==> src/hdl/gbn_pkg.sv <==
// Shared constants, codes and result control type of the go-back-n sender window.
`timescale 1ns / 1ps
`default_nettype none

package gbn_pkg;

    localparam int WINDOW_DEF       = 4;
    localparam int SEQ_SPACE_DEF    = 8;
    localparam int PAYLOAD_BITS_DEF = 32;

    localparam int SEQ_W  = 3;
    localparam int FUNC_W = 2;
    localparam int KIND_W = 3;

    typedef logic [SEQ_W-1:0]  t_seq;
    typedef logic [FUNC_W-1:0] t_func;
    typedef logic [KIND_W-1:0] t_kind;

    localparam t_func FUNC_SEND    = 2'd0;
    localparam t_func FUNC_ACK     = 2'd1;
    localparam t_func FUNC_TIMEOUT = 2'd2;

    localparam t_kind KIND_SENT    = 3'd0;
    localparam t_kind KIND_REFUSED = 3'd1;
    localparam t_kind KIND_RETX    = 3'd2;
    localparam t_kind KIND_ACKED   = 3'd3;
    localparam t_kind KIND_IGNORED = 3'd4;

    typedef struct packed {
        t_kind kind;
        t_seq  pkt_seq;
        logic  timer_stop;
        t_seq  timer_stop_seq;
        logic  timer_start;
        t_seq  timer_start_seq;
        logic  window_full;
        logic  last;
    } t_res_ctl;

endpackage

`default_nettype wire

==> src/hdl/gbn_ifs.sv <==
// Request and result channel interfaces of the go-back-n sender window.
`timescale 1ns / 1ps
`default_nettype none

interface gbn_req_if #(
    parameter int PAYLOAD_BITS = gbn_pkg::PAYLOAD_BITS_DEF
);
    import gbn_pkg::*;

    logic                    valid;
    logic                    ready;
    t_func                   func;
    logic [PAYLOAD_BITS-1:0] payload;
    t_seq                    ack_num;
    logic                    ack_intact;
    t_seq                    timeout_seq;

    modport source (
        output valid, func, payload, ack_num, ack_intact, timeout_seq,
        input  ready
    );
    modport sink (
        input  valid, func, payload, ack_num, ack_intact, timeout_seq,
        output ready
    );
endinterface

interface gbn_rsp_if #(
    parameter int PAYLOAD_BITS = gbn_pkg::PAYLOAD_BITS_DEF
);
    import gbn_pkg::*;

    logic                    valid;
    logic                    ready;
    t_kind                   kind;
    t_seq                    pkt_seq;
    logic [PAYLOAD_BITS-1:0] pkt_payload;
    logic                    timer_stop;
    t_seq                    timer_stop_seq;
    logic                    timer_start;
    t_seq                    timer_start_seq;
    logic                    window_full;
    logic                    last;

    modport source (
        output valid, kind, pkt_seq, pkt_payload, timer_stop, timer_stop_seq,
               timer_start, timer_start_seq, window_full, last,
        input  ready
    );
    modport sink (
        input  valid, kind, pkt_seq, pkt_payload, timer_stop, timer_stop_seq,
               timer_start, timer_start_seq, window_full, last,
        output ready
    );
endinterface

`default_nettype wire

==> src/hdl/gbn_ram.sv <==
// Generic single-write, single-read RAM with registered read data.
`timescale 1ns / 1ps
`default_nettype none

module gbn_ram #(
    parameter int WIDTH = 32,
    parameter int DEPTH = 4,
    parameter int AW    = (DEPTH > 1) ? $clog2(DEPTH) : 1
) (
    input  logic             i_clk,
    input  logic             i_wr_en,
    input  logic [AW-1:0]    i_wr_addr,
    input  logic [WIDTH-1:0] i_wr_data,
    input  logic             i_rd_en,
    input  logic [AW-1:0]    i_rd_addr,
    output logic [WIDTH-1:0] o_rd_data
);

    logic [WIDTH-1:0] r_mem [DEPTH];
    logic [WIDTH-1:0] r_rd_data;

    always_ff @(posedge i_clk) begin
        if (i_wr_en) begin
            r_mem[i_wr_addr] <= i_wr_data;
        end
        if (i_rd_en) begin
            r_rd_data <= r_mem[i_rd_addr];
        end
    end

    assign o_rd_data = r_rd_data;

endmodule

`default_nettype wire

==> src/hdl/gbn_out_stage.sv <==
// Result register that holds one item for the result channel.
`timescale 1ns / 1ps
`default_nettype none

module gbn_out_stage #(
    parameter int PAYLOAD_BITS = gbn_pkg::PAYLOAD_BITS_DEF
) (
    input  logic                    i_clk,
    input  logic                    i_rst_n,
    input  logic                    i_load,
    input  gbn_pkg::t_res_ctl       i_ctl,
    input  logic [PAYLOAD_BITS-1:0] i_payload,
    output logic                    o_free,
    gbn_rsp_if.source               o_rsp
);
    import gbn_pkg::*;

    logic                    r_valid;
    logic                    n_valid;
    t_res_ctl                r_ctl;
    logic [PAYLOAD_BITS-1:0] r_payload;

    // free when empty or when the held item leaves at this edge
    assign o_free  = !r_valid || o_rsp.ready;
    assign n_valid = i_load || (r_valid && !o_rsp.ready);

    always_ff @(posedge i_clk) begin
        if (!i_rst_n) begin
            r_valid <= 1'b0;
        end else begin
            r_valid <= n_valid;
        end
    end

    always_ff @(posedge i_clk) begin
        if (i_load) begin
            r_ctl     <= i_ctl;
            r_payload <= i_payload;
        end
    end

    assign o_rsp.valid           = r_valid;
    assign o_rsp.kind            = r_ctl.kind;
    assign o_rsp.pkt_seq         = r_ctl.pkt_seq;
    assign o_rsp.pkt_payload     = r_payload;
    assign o_rsp.timer_stop      = r_ctl.timer_stop;
    assign o_rsp.timer_stop_seq  = r_ctl.timer_stop_seq;
    assign o_rsp.timer_start     = r_ctl.timer_start;
    assign o_rsp.timer_start_seq = r_ctl.timer_start_seq;
    assign o_rsp.window_full     = r_ctl.window_full;
    assign o_rsp.last            = r_ctl.last;

endmodule

`default_nettype wire

==> src/hdl/go_back_n_sender_window_core.sv <==
// Go-back-n sender window: send, cumulative ack and timeout retransmission.
//
// i_req carries one command item: send a payload, an arriving ack, or a
// retransmission timeout. o_rsp carries result items, each with timer
// stop/start requests and the window-full flag; last marks the final one.
// Payloads of outstanding packets sit in a WINDOW-deep RAM ring.
// A send or an ack gives a single result that is in the output register
// the cycle after acceptance; the next item can be taken in that same
// cycle, so such items flow at one per cycle while o_rsp takes them.
// A timeout with N packets outstanding reads the ring one entry per cycle
// while o_rsp takes the results, through the RAM's registered read port:
// each entry passes the RAM read register, then the output register, and
// i_req stays not ready until the last one is in the output register.
// A refused send, an ignored ack and a timeout with nothing outstanding
// give one result each.
// Reset sets base and next sequence to 1 and empties the window; the RAM
// needs no clearing. When o_rsp stalls the result register holds its item
// and both the ring walk and i_req wait.
`timescale 1ns / 1ps
`default_nettype none

module go_back_n_sender_window_core #(
    parameter int WINDOW       = gbn_pkg::WINDOW_DEF,
    parameter int SEQ_SPACE    = gbn_pkg::SEQ_SPACE_DEF,
    parameter int PAYLOAD_BITS = gbn_pkg::PAYLOAD_BITS_DEF
) (
    input  logic      i_clk,
    input  logic      i_rst_n,
    gbn_req_if.sink   i_req,
    gbn_rsp_if.source o_rsp
);
    import gbn_pkg::*;

    localparam int SW = $clog2(SEQ_SPACE);
    localparam int OW = $clog2(WINDOW + 1);
    localparam int RW = (WINDOW > 1) ? $clog2(WINDOW) : 1;
    localparam int XW = OW + 1;
    localparam int CW = ((SW > SEQ_W) ? SW : SEQ_W) + 1;

    typedef enum logic [1:0] {
        S_IDLE = 2'b01,
        S_WALK = 2'b10
    } t_state;

    t_state          r_state, n_state;
    logic [SW-1:0]   r_base, n_base;
    logic [SW-1:0]   r_next, n_next;
    logic [OW-1:0]   r_outs, n_outs;
    logic [RW-1:0]   r_head, n_head;
    logic [RW-1:0]   r_waddr, n_waddr;
    logic [SW-1:0]   r_wseq, n_wseq;
    logic [OW-1:0]   r_wcnt, n_wcnt;
    t_seq            r_tseq, n_tseq;

    logic                    s_fire;
    logic                    s_out_free;
    logic                    s_ld;
    t_res_ctl                s_ctl;
    logic [PAYLOAD_BITS-1:0] s_pay;
    logic                    s_wr_en;
    logic [RW-1:0]           s_wr_addr;
    logic                    s_rd_en;
    logic [RW-1:0]           s_rd_addr;
    logic [PAYLOAD_BITS-1:0] s_rd_data;

    logic            s_full;
    logic [SW-1:0]   s_ack;
    logic            s_ack_range;
    logic [SW:0]     s_diff;
    logic [SW:0]     s_dist;
    logic            s_in_win;
    logic [OW-1:0]   s_freed;
    logic [OW-1:0]   s_outs_ack;
    logic [SW-1:0]   s_base_ack;
    logic            s_walk_last;

    function automatic logic [SW-1:0] seq_inc(input logic [SW-1:0] s);
        seq_inc = (32'(s) == SEQ_SPACE - 1) ? '0 : s + 1'b1;
    endfunction

    function automatic logic [RW-1:0] ring_add(input logic [RW-1:0] a,
                                               input logic [OW-1:0] b);
        logic [XW-1:0] sum;
        sum = XW'(a) + XW'(b);
        if (sum >= XW'(WINDOW)) begin
            sum = sum - XW'(WINDOW);
        end
        ring_add = RW'(sum);
    endfunction

    assign i_req.ready = (r_state == S_IDLE) && s_out_free;
    assign s_fire      = i_req.valid && i_req.ready;

    assign s_full    = (r_outs == OW'(WINDOW));
    assign s_wr_addr = ring_add(r_head, r_outs);

    // wrap-aware distance of the ack from the base
    assign s_ack       = SW'(i_req.ack_num);
    assign s_ack_range = CW'(i_req.ack_num) < CW'(SEQ_SPACE);
    assign s_diff      = {1'b0, s_ack} - {1'b0, r_base};
    assign s_dist      = s_diff[SW] ? s_diff + (SW + 1)'(SEQ_SPACE) : s_diff;
    assign s_in_win    = i_req.ack_intact && s_ack_range && (r_outs != '0)
                         && (32'(s_dist) < 32'(r_outs));
    assign s_freed     = OW'(s_dist) + OW'(1);
    assign s_outs_ack  = r_outs - s_freed;
    assign s_base_ack  = seq_inc(s_ack);

    assign s_walk_last = ((r_wcnt + OW'(1)) == r_outs);

    always_comb begin
        n_state   = r_state;
        n_base    = r_base;
        n_next    = r_next;
        n_outs    = r_outs;
        n_head    = r_head;
        n_waddr   = r_waddr;
        n_wseq    = r_wseq;
        n_wcnt    = r_wcnt;
        n_tseq    = r_tseq;
        s_ld      = 1'b0;
        s_ctl     = '0;
        s_pay     = '0;
        s_wr_en   = 1'b0;
        s_rd_en   = 1'b0;
        s_rd_addr = r_waddr;

        case (r_state)
            S_IDLE: begin
                if (s_fire) begin
                    s_ctl.last        = 1'b1;
                    s_ctl.window_full = s_full;
                    case (i_req.func)
                        FUNC_SEND: begin
                            s_ld = 1'b1;
                            if (s_full) begin
                                s_ctl.kind = KIND_REFUSED;
                            end else begin
                                s_wr_en           = 1'b1;
                                n_outs            = r_outs + OW'(1);
                                n_next            = seq_inc(r_next);
                                s_ctl.kind        = KIND_SENT;
                                s_ctl.pkt_seq     = SEQ_W'(r_next);
                                s_pay             = i_req.payload;
                                s_ctl.window_full = ((r_outs + OW'(1)) == OW'(WINDOW));
                                // start the timer only when the window was empty
                                if (r_outs == '0) begin
                                    s_ctl.timer_start     = 1'b1;
                                    s_ctl.timer_start_seq = SEQ_W'(r_next);
                                end
                            end
                        end
                        FUNC_ACK: begin
                            s_ld = 1'b1;
                            if (s_in_win) begin
                                n_outs               = s_outs_ack;
                                n_head               = ring_add(r_head, s_freed);
                                n_base               = s_base_ack;
                                s_ctl.kind           = KIND_ACKED;
                                s_ctl.window_full    = 1'b0;
                                s_ctl.timer_stop     = 1'b1;
                                s_ctl.timer_stop_seq = SEQ_W'(r_base);
                                if (s_outs_ack != '0) begin
                                    s_ctl.timer_start     = 1'b1;
                                    s_ctl.timer_start_seq = SEQ_W'(s_base_ack);
                                end
                            end else begin
                                s_ctl.kind = KIND_IGNORED;
                            end
                        end
                        FUNC_TIMEOUT: begin
                            if (r_outs == '0) begin
                                s_ld                  = 1'b1;
                                s_ctl.kind            = KIND_IGNORED;
                                s_ctl.timer_stop      = 1'b1;
                                s_ctl.timer_stop_seq  = i_req.timeout_seq;
                                s_ctl.timer_start     = 1'b1;
                                s_ctl.timer_start_seq = i_req.timeout_seq;
                            end else begin
                                // fetch the oldest packet, then walk the ring
                                s_rd_en   = 1'b1;
                                s_rd_addr = r_head;
                                n_waddr   = r_head;
                                n_wseq    = r_base;
                                n_wcnt    = '0;
                                n_tseq    = i_req.timeout_seq;
                                n_state   = S_WALK;
                            end
                        end
                        default: begin
                            s_ld       = 1'b1;
                            s_ctl.kind = KIND_IGNORED;
                        end
                    endcase
                end
            end
            S_WALK: begin
                if (s_out_free) begin
                    s_ld              = 1'b1;
                    s_ctl.kind        = KIND_RETX;
                    s_ctl.pkt_seq     = SEQ_W'(r_wseq);
                    s_pay             = s_rd_data;
                    s_ctl.window_full = s_full;
                    s_ctl.last        = s_walk_last;
                    if (r_wcnt == '0) begin
                        s_ctl.timer_stop      = 1'b1;
                        s_ctl.timer_stop_seq  = r_tseq;
                        s_ctl.timer_start     = 1'b1;
                        s_ctl.timer_start_seq = r_tseq;
                    end
                    if (s_walk_last) begin
                        n_state = S_IDLE;
                    end else begin
                        s_rd_en   = 1'b1;
                        s_rd_addr = ring_add(r_waddr, OW'(1));
                        n_waddr   = ring_add(r_waddr, OW'(1));
                        n_wseq    = seq_inc(r_wseq);
                        n_wcnt    = r_wcnt + OW'(1);
                    end
                end
            end
            default: begin
                n_state = S_IDLE;
            end
        endcase
    end

    always_ff @(posedge i_clk) begin
        if (!i_rst_n) begin
            r_state <= S_IDLE;
            r_base  <= SW'(1);
            r_next  <= SW'(1);
            r_outs  <= '0;
            r_head  <= '0;
        end else begin
            r_state <= n_state;
            r_base  <= n_base;
            r_next  <= n_next;
            r_outs  <= n_outs;
            r_head  <= n_head;
        end
    end

    always_ff @(posedge i_clk) begin
        r_waddr <= n_waddr;
        r_wseq  <= n_wseq;
        r_wcnt  <= n_wcnt;
        r_tseq  <= n_tseq;
    end

    gbn_ram #(
        .WIDTH (PAYLOAD_BITS),
        .DEPTH (WINDOW),
        .AW    (RW)
    ) u_ring (
        .i_clk     (i_clk),
        .i_wr_en   (s_wr_en),
        .i_wr_addr (s_wr_addr),
        .i_wr_data (i_req.payload),
        .i_rd_en   (s_rd_en),
        .i_rd_addr (s_rd_addr),
        .o_rd_data (s_rd_data)
    );

    gbn_out_stage #(
        .PAYLOAD_BITS (PAYLOAD_BITS)
    ) u_out (
        .i_clk     (i_clk),
        .i_rst_n   (i_rst_n),
        .i_load    (s_ld),
        .i_ctl     (s_ctl),
        .i_payload (s_pay),
        .o_free    (s_out_free),
        .o_rsp     (o_rsp)
    );

`ifndef ASSERT_OFF
    a_outs_bound: assert property (@(posedge i_clk) disable iff (!i_rst_n)
        32'(r_outs) <= WINDOW)
        else $error("outstanding count beyond window");

    a_walk_count: assert property (@(posedge i_clk) disable iff (!i_rst_n)
        (r_state == S_WALK) |-> (r_wcnt < r_outs))
        else $error("ring walk past the outstanding packets");

    a_walk_frozen: assert property (@(posedge i_clk) disable iff (!i_rst_n)
        (r_state == S_WALK) |=> ($stable(r_outs) && $stable(r_head)))
        else $error("window moved during retransmission");

    a_load_free: assert property (@(posedge i_clk) disable iff (!i_rst_n)
        s_ld |-> s_out_free)
        else $error("result loaded over a held item");

    a_write_idle: assert property (@(posedge i_clk) disable iff (!i_rst_n)
        s_wr_en |-> (r_state == S_IDLE))
        else $error("ring written during retransmission");
`endif

endmodule

`default_nettype wire
==> src/flat_wrapper.sv <==
// flat-port wrapper written by rule: the top's interface ports become plain ports
module go_back_n_sender_window_core_flat import gbn_pkg::*;
#(
    parameter int WINDOW       = gbn_pkg::WINDOW_DEF,
    parameter int SEQ_SPACE    = gbn_pkg::SEQ_SPACE_DEF,
    parameter int PAYLOAD_BITS = gbn_pkg::PAYLOAD_BITS_DEF
)
  (i_clk, i_rst_n, i_req_valid, i_req_func, i_req_payload, i_req_ack_num, i_req_ack_intact, i_req_timeout_seq, i_req_ready, o_rsp_valid, o_rsp_kind, o_rsp_pkt_seq, o_rsp_pkt_payload, o_rsp_timer_stop, o_rsp_timer_stop_seq, o_rsp_timer_start, o_rsp_timer_start_seq, o_rsp_window_full, o_rsp_last, o_rsp_ready);
  gbn_req_if #(.PAYLOAD_BITS(PAYLOAD_BITS)) i_req_i ();
  gbn_rsp_if #(.PAYLOAD_BITS(PAYLOAD_BITS)) o_rsp_i ();
  input  logic i_clk;
  input  logic i_rst_n;
  input wire logic [$bits(i_req_i.valid)-1:0] i_req_valid;
  input wire logic [$bits(i_req_i.func)-1:0] i_req_func;
  input wire logic [$bits(i_req_i.payload)-1:0] i_req_payload;
  input wire logic [$bits(i_req_i.ack_num)-1:0] i_req_ack_num;
  input wire logic [$bits(i_req_i.ack_intact)-1:0] i_req_ack_intact;
  input wire logic [$bits(i_req_i.timeout_seq)-1:0] i_req_timeout_seq;
  output wire logic [$bits(i_req_i.ready)-1:0] i_req_ready;
  output wire logic [$bits(o_rsp_i.valid)-1:0] o_rsp_valid;
  output wire logic [$bits(o_rsp_i.kind)-1:0] o_rsp_kind;
  output wire logic [$bits(o_rsp_i.pkt_seq)-1:0] o_rsp_pkt_seq;
  output wire logic [$bits(o_rsp_i.pkt_payload)-1:0] o_rsp_pkt_payload;
  output wire logic [$bits(o_rsp_i.timer_stop)-1:0] o_rsp_timer_stop;
  output wire logic [$bits(o_rsp_i.timer_stop_seq)-1:0] o_rsp_timer_stop_seq;
  output wire logic [$bits(o_rsp_i.timer_start)-1:0] o_rsp_timer_start;
  output wire logic [$bits(o_rsp_i.timer_start_seq)-1:0] o_rsp_timer_start_seq;
  output wire logic [$bits(o_rsp_i.window_full)-1:0] o_rsp_window_full;
  output wire logic [$bits(o_rsp_i.last)-1:0] o_rsp_last;
  input wire logic [$bits(o_rsp_i.ready)-1:0] o_rsp_ready;
  assign i_req_i.valid = i_req_valid;
  assign i_req_i.func = i_req_func;
  assign i_req_i.payload = i_req_payload;
  assign i_req_i.ack_num = i_req_ack_num;
  assign i_req_i.ack_intact = i_req_ack_intact;
  assign i_req_i.timeout_seq = i_req_timeout_seq;
  assign i_req_ready = i_req_i.ready;
  assign o_rsp_valid = o_rsp_i.valid;
  assign o_rsp_kind = o_rsp_i.kind;
  assign o_rsp_pkt_seq = o_rsp_i.pkt_seq;
  assign o_rsp_pkt_payload = o_rsp_i.pkt_payload;
  assign o_rsp_timer_stop = o_rsp_i.timer_stop;
  assign o_rsp_timer_stop_seq = o_rsp_i.timer_stop_seq;
  assign o_rsp_timer_start = o_rsp_i.timer_start;
  assign o_rsp_timer_start_seq = o_rsp_i.timer_start_seq;
  assign o_rsp_window_full = o_rsp_i.window_full;
  assign o_rsp_last = o_rsp_i.last;
  assign o_rsp_i.ready = o_rsp_ready;
  go_back_n_sender_window_core #(.WINDOW(WINDOW), .SEQ_SPACE(SEQ_SPACE), .PAYLOAD_BITS(PAYLOAD_BITS)) u_core (.i_clk(i_clk), .i_rst_n(i_rst_n), .i_req(i_req_i), .o_rsp(o_rsp_i));
endmodule
==> config.mk <==
export PLATFORM = sky130hd
export DESIGN_NAME = go_back_n_sender_window_core_flat
export DESIGN_NICKNAME = d
export VERILOG_FILES = /design/src/hdl/gbn_pkg.sv /design/src/hdl/gbn_ifs.sv /design/src/hdl/gbn_ram.sv /design/src/hdl/gbn_out_stage.sv /design/src/hdl/go_back_n_sender_window_core.sv /design/src/flat_wrapper.sv
export SDC_FILE = /design/constraint.sdc
export NUM_CORES = 1
export LEC_CHECK = 0
export ABC_AREA = 1
export BUFFER_PORTS_ARGS = -buffer_cell sky130_fd_sc_hd__buf_2
export CAP_MARGIN = 20
export CELL_PAD_IN_SITES_DETAIL_PLACEMENT = 0
export CELL_PAD_IN_SITES_GLOBAL_PLACEMENT = 1
export CORE_ASPECT_RATIO = 0.8
export CORE_MARGIN = 2
export CORE_UTILIZATION = 40
export CTS_CLUSTER_SIZE = 10
export DETAILED_ROUTE_END_ITERATION = 10
export MAX_ROUTING_LAYER = met4
export PLACE_DENSITY_LB_ADDON = 0.1
export SYNTH_ARGS = -nofsm -noshare
export SYNTH_HDL_FRONTEND = slang
export SYNTH_SLANG_ARGS = --single-unit
==> constraint.sdc <==
create_clock -name i_clk -period 7.5 [get_ports i_clk]
set_clock_uncertainty 0.05 [all_clocks]
set_input_delay 2.25 -clock i_clk [delete_from_list [all_inputs] [get_ports i_clk]]
set_output_delay 2.25 -clock i_clk [all_outputs]
set_load 0.01 [all_outputs]
After elaboration in Yosys (flattened, before gate mapping). Memory sizes are Yosys's and may differ from the RTL's. A register that Yosys moved wholly into a read port is not among the register bits. Cells that the tools add are included. Widths: inputs -> output; s select.

Bits in read-only memories: 0. Register bits: 73. Bits in writable memories: 128. Bits of input ports: 45. Latch bits: 0. Word-level logic and storage cells: 155. Output and inout port bits: 50. Memories: 1.

Memories: u_core.u_ring.r_mem (words 4, width 32, rd ports 1, clocked after Yosys merged registers in 1, write ports 1, line gbn_ram.sv:19) `logic [WIDTH-1:0] r_mem [DEPTH];`.

Bitwise logic cells: 2. Shift-type cells: 0. Order comparisons: 4. Add/subtract/negate cells: 15. Divide/modulo/power cells: 0. Equality and inequality tests: 18. Reduce and logical (&&, ||, !) cells: 22. Mux-type cells: 74. Multipliers: 0.

Operators by type and width (count): $mux 32 (4); $pmux 32 s2 (1); $mux 3 (19); $pmux 16 s2 (1); $mux 2 (13); $add 3x1->3 const B (6); $pmux 3 s2 (3); $mux 1 (16); $mux 16 (1); $mux 8 (2); $eq 3x3->1 const B (5); $mux 15 (1); $mux 4 (3); $pmux 4 s3 (1); $reduce_and 4->1 (3); $reduce_and 5->1 (2); $mux 9 (1); $pmux 3 s3 (1); $add 2x3->4 (2); $ge 4x3->1 const B (2); $ne 2x1->1 const B (4); $ne 2x2->1 const B (4); $pmux 2 s2 (2); $pmux 4 s2 (1); 21 further kinds (37).

Logic depth before layout (Yosys ltp). Gate-level depths: netlist (run 1).

Depth in word-level cells: 11. Depth in mapped cells: 17. Depth with buffers taken out: 16.

Cells and area by module. From an unflattened synthesis (run 1), not the netlist that was laid out.

Cell total of the unflattened synthesis: 945. Area, all modules: 10411.2 um^2.

Modules (own cells, without submodules): gbn_ram (cells each 541, times used 1, area each 6398.6 um^2, seq. area each 4804.6 um^2); go_back_n_sender_window_core (cells each 350, times used 1, area each 2524.9 um^2, seq. area each 570.5 um^2); gbn_out_stage (cells each 54, times used 1, area each 1487.7 um^2, seq. area each 1461.4 um^2).

Worst setup path before layout (run 1). OpenSTA, ideal clock, no wires.

Path kind: input port to flip-flop. Start: input i_req_func[0]. End: memory u_core.u_ring.r_mem[0][0], enable pin. Required time: 6.989 ns. Data arrival time: 5.532 ns. Setup time: 0.461 ns. Path slack: 1.457 ns. Buffers on the path: 1. Cell stages on the path: 7. Cell sequence: inv_1 > ha_1 > buf_1 > inv_1 > nor3_2 > inv_2 > nor3_1.

Word-level cells in the longest chain between the ends: 6.

RTL lines: start: declaration (line flat_wrapper.sv:14) `input wire logic [$bits(i_req_i.func)-1:0] i_req_func;`; $logic_not 2->1 (line go_back_n_sender_window_core.sv:132) `case (i_req.func)`; $mux 1 (line go_back_n_sender_window_core.sv:132); $mux 1 (line go_back_n_sender_window_core.sv:129) `if (s_fire) begin`; $mux 1 (line go_back_n_sender_window_core.sv:127) `case (r_state)`; $mux 1 (line gbn_ram.sv:23) `if (i_wr_en) begin`; $mux 1 (not written as such) (line gbn_ram.sv:24) `r_mem[i_wr_addr] <= i_wr_data;`; end: declaration (line gbn_ram.sv:19).

Every way passes these cells.

Worst setup path after layout (run 1).
Start: input o_rsp_ready. End: output i_req_ready.

Word-level cells in the longest chain between the ends: 2.

RTL lines: start: declaration (line flat_wrapper.sv:30) `input wire logic [$bits(o_rsp_i.ready)-1:0] o_rsp_ready;`; $logic_or 1x1->1 (line gbn_out_stage.sv:24) `assign o_free = !r_valid || o_rsp.ready;`; $logic_and 1x1->1 (line go_back_n_sender_window_core.sv:91) `assign i_req.ready = (r_state == S_IDLE) && s_out_free;`; end: declaration (line flat_wrapper.sv:19) `output wire logic [$bits(i_req_i.ready)-1:0] i_req_ready;`.

Every way passes these cells.

==> flow_metrics.tcl, run 1 <==
set metrics [dict create \
    dieArea_um2 27500 \
    place_hpwl_um 14600 \
    crit_fanout 6 \
    synth_top_family_by_area "simple AND/OR/NAND/NOR gates" \
    multi_input_area_um2 2750 \
    setup.worst_path.start_class "primary input" \
    slew_violations 0 \
    internal_power_mw 2.97 \
    fmax_mhz 187 \
    async_flop_share_pct 0 \
    synth_seq_cells 233 \
    chipWidth_um 185 \
    synth_xor_area_share_pct 0.668 \
    grt_max_degree 66 \
    route.top_layer_used "met4" \
    stdcell_area_um2 12100 \
    final-hold-violation-count 0 \
    p_per_area_nw_per_um2 404 \
    hold_path.class "register to register" \
    tightest_slew_ns 0.841 \
    layout-drive-gt1-share_pct 15.6 \
    nNetsFinal 1131 \
    crit_slowest_cell "nand2_1" \
    relSlewSlack_pct 43.7 \
    cts_tree "yes" \
    syn_nets 1036 \
    hold_buffers 0 \
    wl_met3_um 1240 \
    critPathCaptureType "primary output" \
    gr-total-overflow 0 \
    postPlaceCellArea_um2 11300 \
    h-tree-depth 1 \
    arrival_ns 3.04 \
    seq_area_um2 6840 \
    setup_tns_ns 0 \
    p_leak_nw 5.20 \
    firstDrtPassIters 5 \
    crit_family "buffers and inverters" \
    fin_crit_sh_pct 71.2 \
    wl_met2_um 10800 \
    clock_power_share_pct 24.6 \
    fillers 2460 \
    synthMuxAreaShare_pct 0 \
    status "complete, no violations" \
    cts_root_buf "clkbuf_16" \
    max_cap_viol_count 0 \
    synth_enable_flop_cells 217 \
    path_clk_slew_ns 0.06 \
    yosysSeqAreaShare_pct 65.2 \
    antenna_found_initial 2 \
    rsz0062_at_grt "false" \
    syn-cell-area_um2 10500 \
    drtIter0Drc 421 \
    power_frac_comb_pct 38.6 \
    synth-simple-area-share_pct 16.9 \
    cts_buffer_depth 3 \
    setup_violations 0 \
    io_pins 95 \
    initial_utilization_pct 41.1 \
    avgSynthCellArea_um2 10.9 \
    core_area_um2 25500 \
    synth_ff_type "edfxtp_1" \
    gr-usage-all-layers_pct 18.6 \
    synth_top_area_share_pct 62.1 \
    vdd_drop_max_uv 350 \
    gp_congestion 0.780 \
    netlist_top_cells_count "edfxtp_1, inv_1, nand2_1" \
    io_buffers 94 \
    yosys_warnings 0 \
    ys_types 39 \
    drc 0 \
    grt_pass1_vias 6446 \
    period_needed_ns 5.34 \
    via_per_inst 4.80 \
    synth_fa_ha_area_share_pct 3.36 \
    cts_buffers 28 \
    grt_pass1_wl_um 37700 \
    antenna_left 0 \
    critical_path_class "primary input to primary output" \
    post_cts_resized 0 \
    synth_top_area_cell "edfxtp_1" \
    vias 6888 \
    post-synth-top-count-cell "edfxtp_1" \
    cp.required_ns 5.20 \
    p_seq_share_pct 36.7 \
    wl_per_cell_um 17.1 \
    area.growth.synth_to_final_pct 15.4 \
    synthTopCellsByArea "edfxtp_1, nand3_1, inv_1, nand2_1, dfxtp_1" \
    slowest_delay_ns 0.20 \
    cts_setup_buffers 0 \
    synth_compound_area_share_pct 4.90 \
    clock_sinks 233 \
    routed_wl_um 24500 \
    clk_latency_ns 0.54 \
    met1_length_um 12100 \
    chipHeight_um 149 \
    synth_cells 964 \
    crit_buf_inv 4 \
    p_switching_mw 1.91 \
    swShare_pct 39.1 \
    crit_chain "buf_2, inv_1, nand2_1, inv_1, nor2_1, buf_2" \
    row_count 52 \
]
kinds of logic after synthesis:
group / count (synthesis)
buffers and inverters: 224
XOR/XNOR: 8
AND/OR/NAND/NOR: 392
flip-flops: 233
AO/OA/AOI/OAI: 80
adder cells (fa/ha/maj): 27
worst register-to-register path, stage by stage, from the launching register on:
cell and delay (ns):
dfxtp_1 0.36, ha_1 0.15, inv_1 0.05, fa_1 0.50, ha_1 0.34, inv_1 0.07
fa_1 0.43, xnor2_1 0.17, xor2_1 0.20, inv_1 0.06, nand2_1 0.07, nand3_1 0.13
nand3_1 0.11, nand3_1 0.06, nand2_1 0.06, nand2_1 0.06
cells in the final DEF, fill, tap and decap left out, types with 2 or more instances in the layout:
cell and n:
a22oi_1 32, xnor2_1 5, nand2_2 15, buf_4 12
buf_2 94, nand2_1 153, o21ai_1 2, clkbuf_1 20
xor2_1 3, dfxtp_1 16, diode_2 2, edfxtp_1 217
nand2_4 2, clkbuf_16 28, nor2_4 2, a21oi_1 11
o22ai_1 3, o211ai_1 3, inv_1 179, nand3_1 151
nor3_1 2, nand4_1 2, nor3_2 4, ha_1 25
fa_1 2, o21ai_0 24, nor2_1 56, inv_2 3
metal layers:
metal  track usage, %  vias up
li1                 -     3416
met1             26.4     3276
met3             3.27       36
met4             4.21        0
met2             28.0      160
met5                -        -
registers in the layout (all words and copies together) (netlist names), 2 cells and up:
name                                count
u_core.u_ring.o_rd_data                32
u_core.u_out.o_rsp.timer_stop_seq       3
u_core.u_out.o_rsp.pkt_seq              3
u_core.r_base                           3
u_core.r_tseq                           3
u_core.u_out.o_rsp.pkt_payload         32
u_core.r_head                           2
u_core.u_out.o_rsp.kind                 3
u_core.r_wseq                           3
u_core.r_wcnt                           3
u_core.u_out.o_rsp.timer_start_seq      3
u_core.r_waddr                          2
u_core.r_outs                           3
u_core.r_next                           3
u_core.r_state                          2
u_core.u_ring.r_mem                   128
path summary, 6_finish.rpt:
| check | from | to | cells past startpoint | slack [ns] |
|---|---|---|---|---|
| max | o_rsp_ready | i_req_ready | 6 | 2.16 |
| max reg2reg | u_core.r_base[0] | u_core.u_out.o_rsp.timer_start_seq[2] | 15 | 4.39 |
| min reg2reg | u_core.r_head[1] | u_core.r_head[1] | 1 | 0.44 |
| min | u_core.r_head[1] | u_core.r_head[1] | 1 | 0.44 |
power by group through the flow:
| stage | logic, mW | registers [mW] | clock network, mW |
|---|---|---|---|
| floorplan | 1.41 | 1.87 | 0 |
| global placement | 1.91 | 1.82 | 0 |
| detailed placement | 1.94 | 1.82 | 0 |
| CTS | 1.94 | 1.80 | 1.24 |
| global route | 2.16 | 1.81 | 1.29 |
| finish | 1.89 | 1.80 | 1.20 |
stage by stage:
stage	cells	setup WS [ns]	total power, mW	utilization (%)	hold slack, ns
floorplan	964	1.46	3.28	-	0.405
global placement	1380	2.22	3.74	44.3	0.435
detailed placement	1380	2.16	3.77	44.3	0.432
CTS	1432	2.15	4.98	47.4	0.445
global route	1434	2.07	5.26	47.4	0.487
finish	1434	2.16	4.89	47.4	0.445
final cells by class:
class	count	area share [%]
Sequential cell	233	56.5
Antenna cell	2	0.0414
Timing Repair Buffer	107	4.80
Tap cell	351	3.63
Inverter	182	5.65
Clock inverter	4	0.279
Clock buffer	48	6.41
Multi-Input combinational cell	507	22.7
Note: power is estimated with default switching activity, not from simulation.
==> run 2, diff against run 1 <==
clock period = 4.9 ns   (was 7.5 ns; I/O delays follow)
==> flow_metrics.tcl, run 2 (synthesis results as in run 1) <==
set metrics [dict create \
    core_area_um2 25500 \
    tightest_slew_ns 0.763 \
    row_count 52 \
    cts_buffers 27 \
    whs_ns 0.479 \
    crit_fanout 6 \
    gr-total-overflow 0 \
    largest-register "u_core.u_ring.r_mem" \
    period_needed_ns 3.92 \
    relSlewSlack_pct 49.1 \
    arrival_ns 2.40 \
    setup_violations 0 \
    setup.worst_path.start_class "primary input" \
    p_leak_nw 5.20 \
    chipHeight_um 149 \
    initial_utilization_pct 41.1 \
    stdcell_area_um2 12100 \
    vdd_drop_max_uv 488 \
    grt_pass1_wl_um 38800 \
    crit_buf_inv 4 \
    critPathCaptureType "primary output" \
    clk_latency_ns 0.52 \
    grt_max_degree 65 \
    slowest_delay_ns 0.26 \
    timing.rr.end "u_core.u_out.o_rsp.timer_start_seq[1]" \
    gp_congestion 0.794 \
    wl_per_cell_um 17.2 \
    layout-drive-gt1-share_pct 15.7 \
    fin_crit_sh_pct 80.1 \
    gr-usage-all-layers_pct 19.0 \
    clock_sinks 233 \
    largest_reg_flops 128 \
    via_per_inst 4.77 \
    final_core_util_pct 47.4 \
    firstDrtPassIters 4 \
    place_hpwl_um 14600 \
    endpoint "i_req_ready" \
    postPlaceCellArea_um2 11300 \
    slew_violations 0 \
    drtIter0Drc 458 \
    grt_pass1_vias 6586 \
    fmax_mhz 255 \
    post_cts_resized 0 \
    max_cap_viol_count 0 \
    hold_buffers 0 \
    r2r_start "u_core.r_base[0]" \
    cts_root_buf "clkbuf_16" \
    antenna_left 0 \
    rsz0062_at_grt "false" \
    r2r_setup_slack_ns 1.80 \
    antenna_found_initial 2 \
    multi_input_area_um2 2740 \
    h-tree-depth 1 \
    nNetsFinal 1133 \
    p_per_area_nw_per_um2 623 \
    crit_slowest_cell "nor2_1" \
    crit_family "simple AND/OR/NAND/NOR gates" \
    crit_chain "buf_2, inv_1, nand2_1, inv_1, nor2_1, buf_2" \
    seq_area_um2 6840 \
    io_pins 95 \
    dieArea_um2 27500 \
    critical_path_class "primary input to primary output" \
    path_depth 6 \
    status "complete, no violations" \
    path_clk_slew_ns 0.06 \
    cts_setup_buffers 0 \
    crit_path_start "o_rsp_ready" \
    io_buffers 94 \
    final-hold-violation-count 0 \
    routed_wl_um 24700 \
    mostFrequentLayoutCell "edfxtp_1" \
    vias 6848 \
    cts_tree "yes" \
    final_cells 1435 \
    cp.required_ns 3.38 \
    rr_worst_depth 15 \
    cts_buffer_depth 3 \
    area.growth.synth_to_final_pct 15.4 \
    chipWidth_um 185 \
    final_cell_mix "edfxtp_1, inv_1, nand2_1" \
    hold_path.class "register to register" \
    drc 0 \
    placedCellCount 1383 \
    fillers 2417 \
]
==> run 2: changes by cell type in the layout (fill, tap and decap cells not counted), sizes merged <==
cell,delta
clkinv,-2
buf,+3
==> run 2: report_power, final <==
group          leakage, nW  internal [mW]  total (mW)  switching (mW)
Combinational         2.71          0.871        2.99            2.12
Clock                0.372           1.05        1.80           0.757
Sequential            2.12           2.66        2.75          0.0860
Total                 5.20           4.58        7.54            2.96
==> run 2: worst min-delay path by stage <==
stage / start / to / depth (start not counted)
3_5_place_dp: u_core.r_base[0] / u_core.r_base[0] / 2
5_1_grt: u_core.r_state[0] / u_core.r_state[0] / 2
6_report: u_core.r_base[0] / u_core.r_base[0] / 2
4_1_cts: u_core.r_base[0] / u_core.r_base[0] / 2
3_3_place_gp: u_core.r_base[0] / u_core.r_base[0] / 2
2_1_floorplan: u_core.r_head[1] / u_core.r_head[1] / 1
==> run 2: cell type report <==
| class | instances | share of cell area (%) |
|---|---|---|
| antenna | 2 | 0.0414 |
| tap | 351 | 3.63 |
| clock inverter | 2 | 0.114 |
| sequential | 233 | 56.5 |
| multi-input combinational | 507 | 22.7 |
| inverter | 182 | 5.65 |
| clock buffer | 48 | 6.32 |
| timing repair buffer | 110 | 5.09 |
==> run 2: routing by layer <==
metal  wire (um)  up-vias  track usage [%]  part of all wire [%]
met2       11100      135             29.3                    45
li1            -     3423                -                     -
met3        1130       28             2.98                   4.6
met4         377        0             3.97                   1.5
met5           0        -                -                     0
met1       12100     3262             27.0                    49
==> run 2: tightest hold or removal path, delay by kind of cell (launching register included) <==
kind	cells	cell delay, ns
DFF	1	0.33
and+or+nand+nor	1	0.07
AOI/OAI and AO/OA	1	0.07
==> run 2: stage by stage <==
step / power [mW] / setup TNS, ns / worst slack (ns)
global placement: 5.83 / 0 / 0.580
finish: 7.54 / 0 / 0.976
global route: 8.09 / 0 / 0.874
CTS: 7.67 / 0 / 0.969
floorplan: 5.02 / -43.09 / -0.363
detailed placement: 5.85 / 0 / 0.548
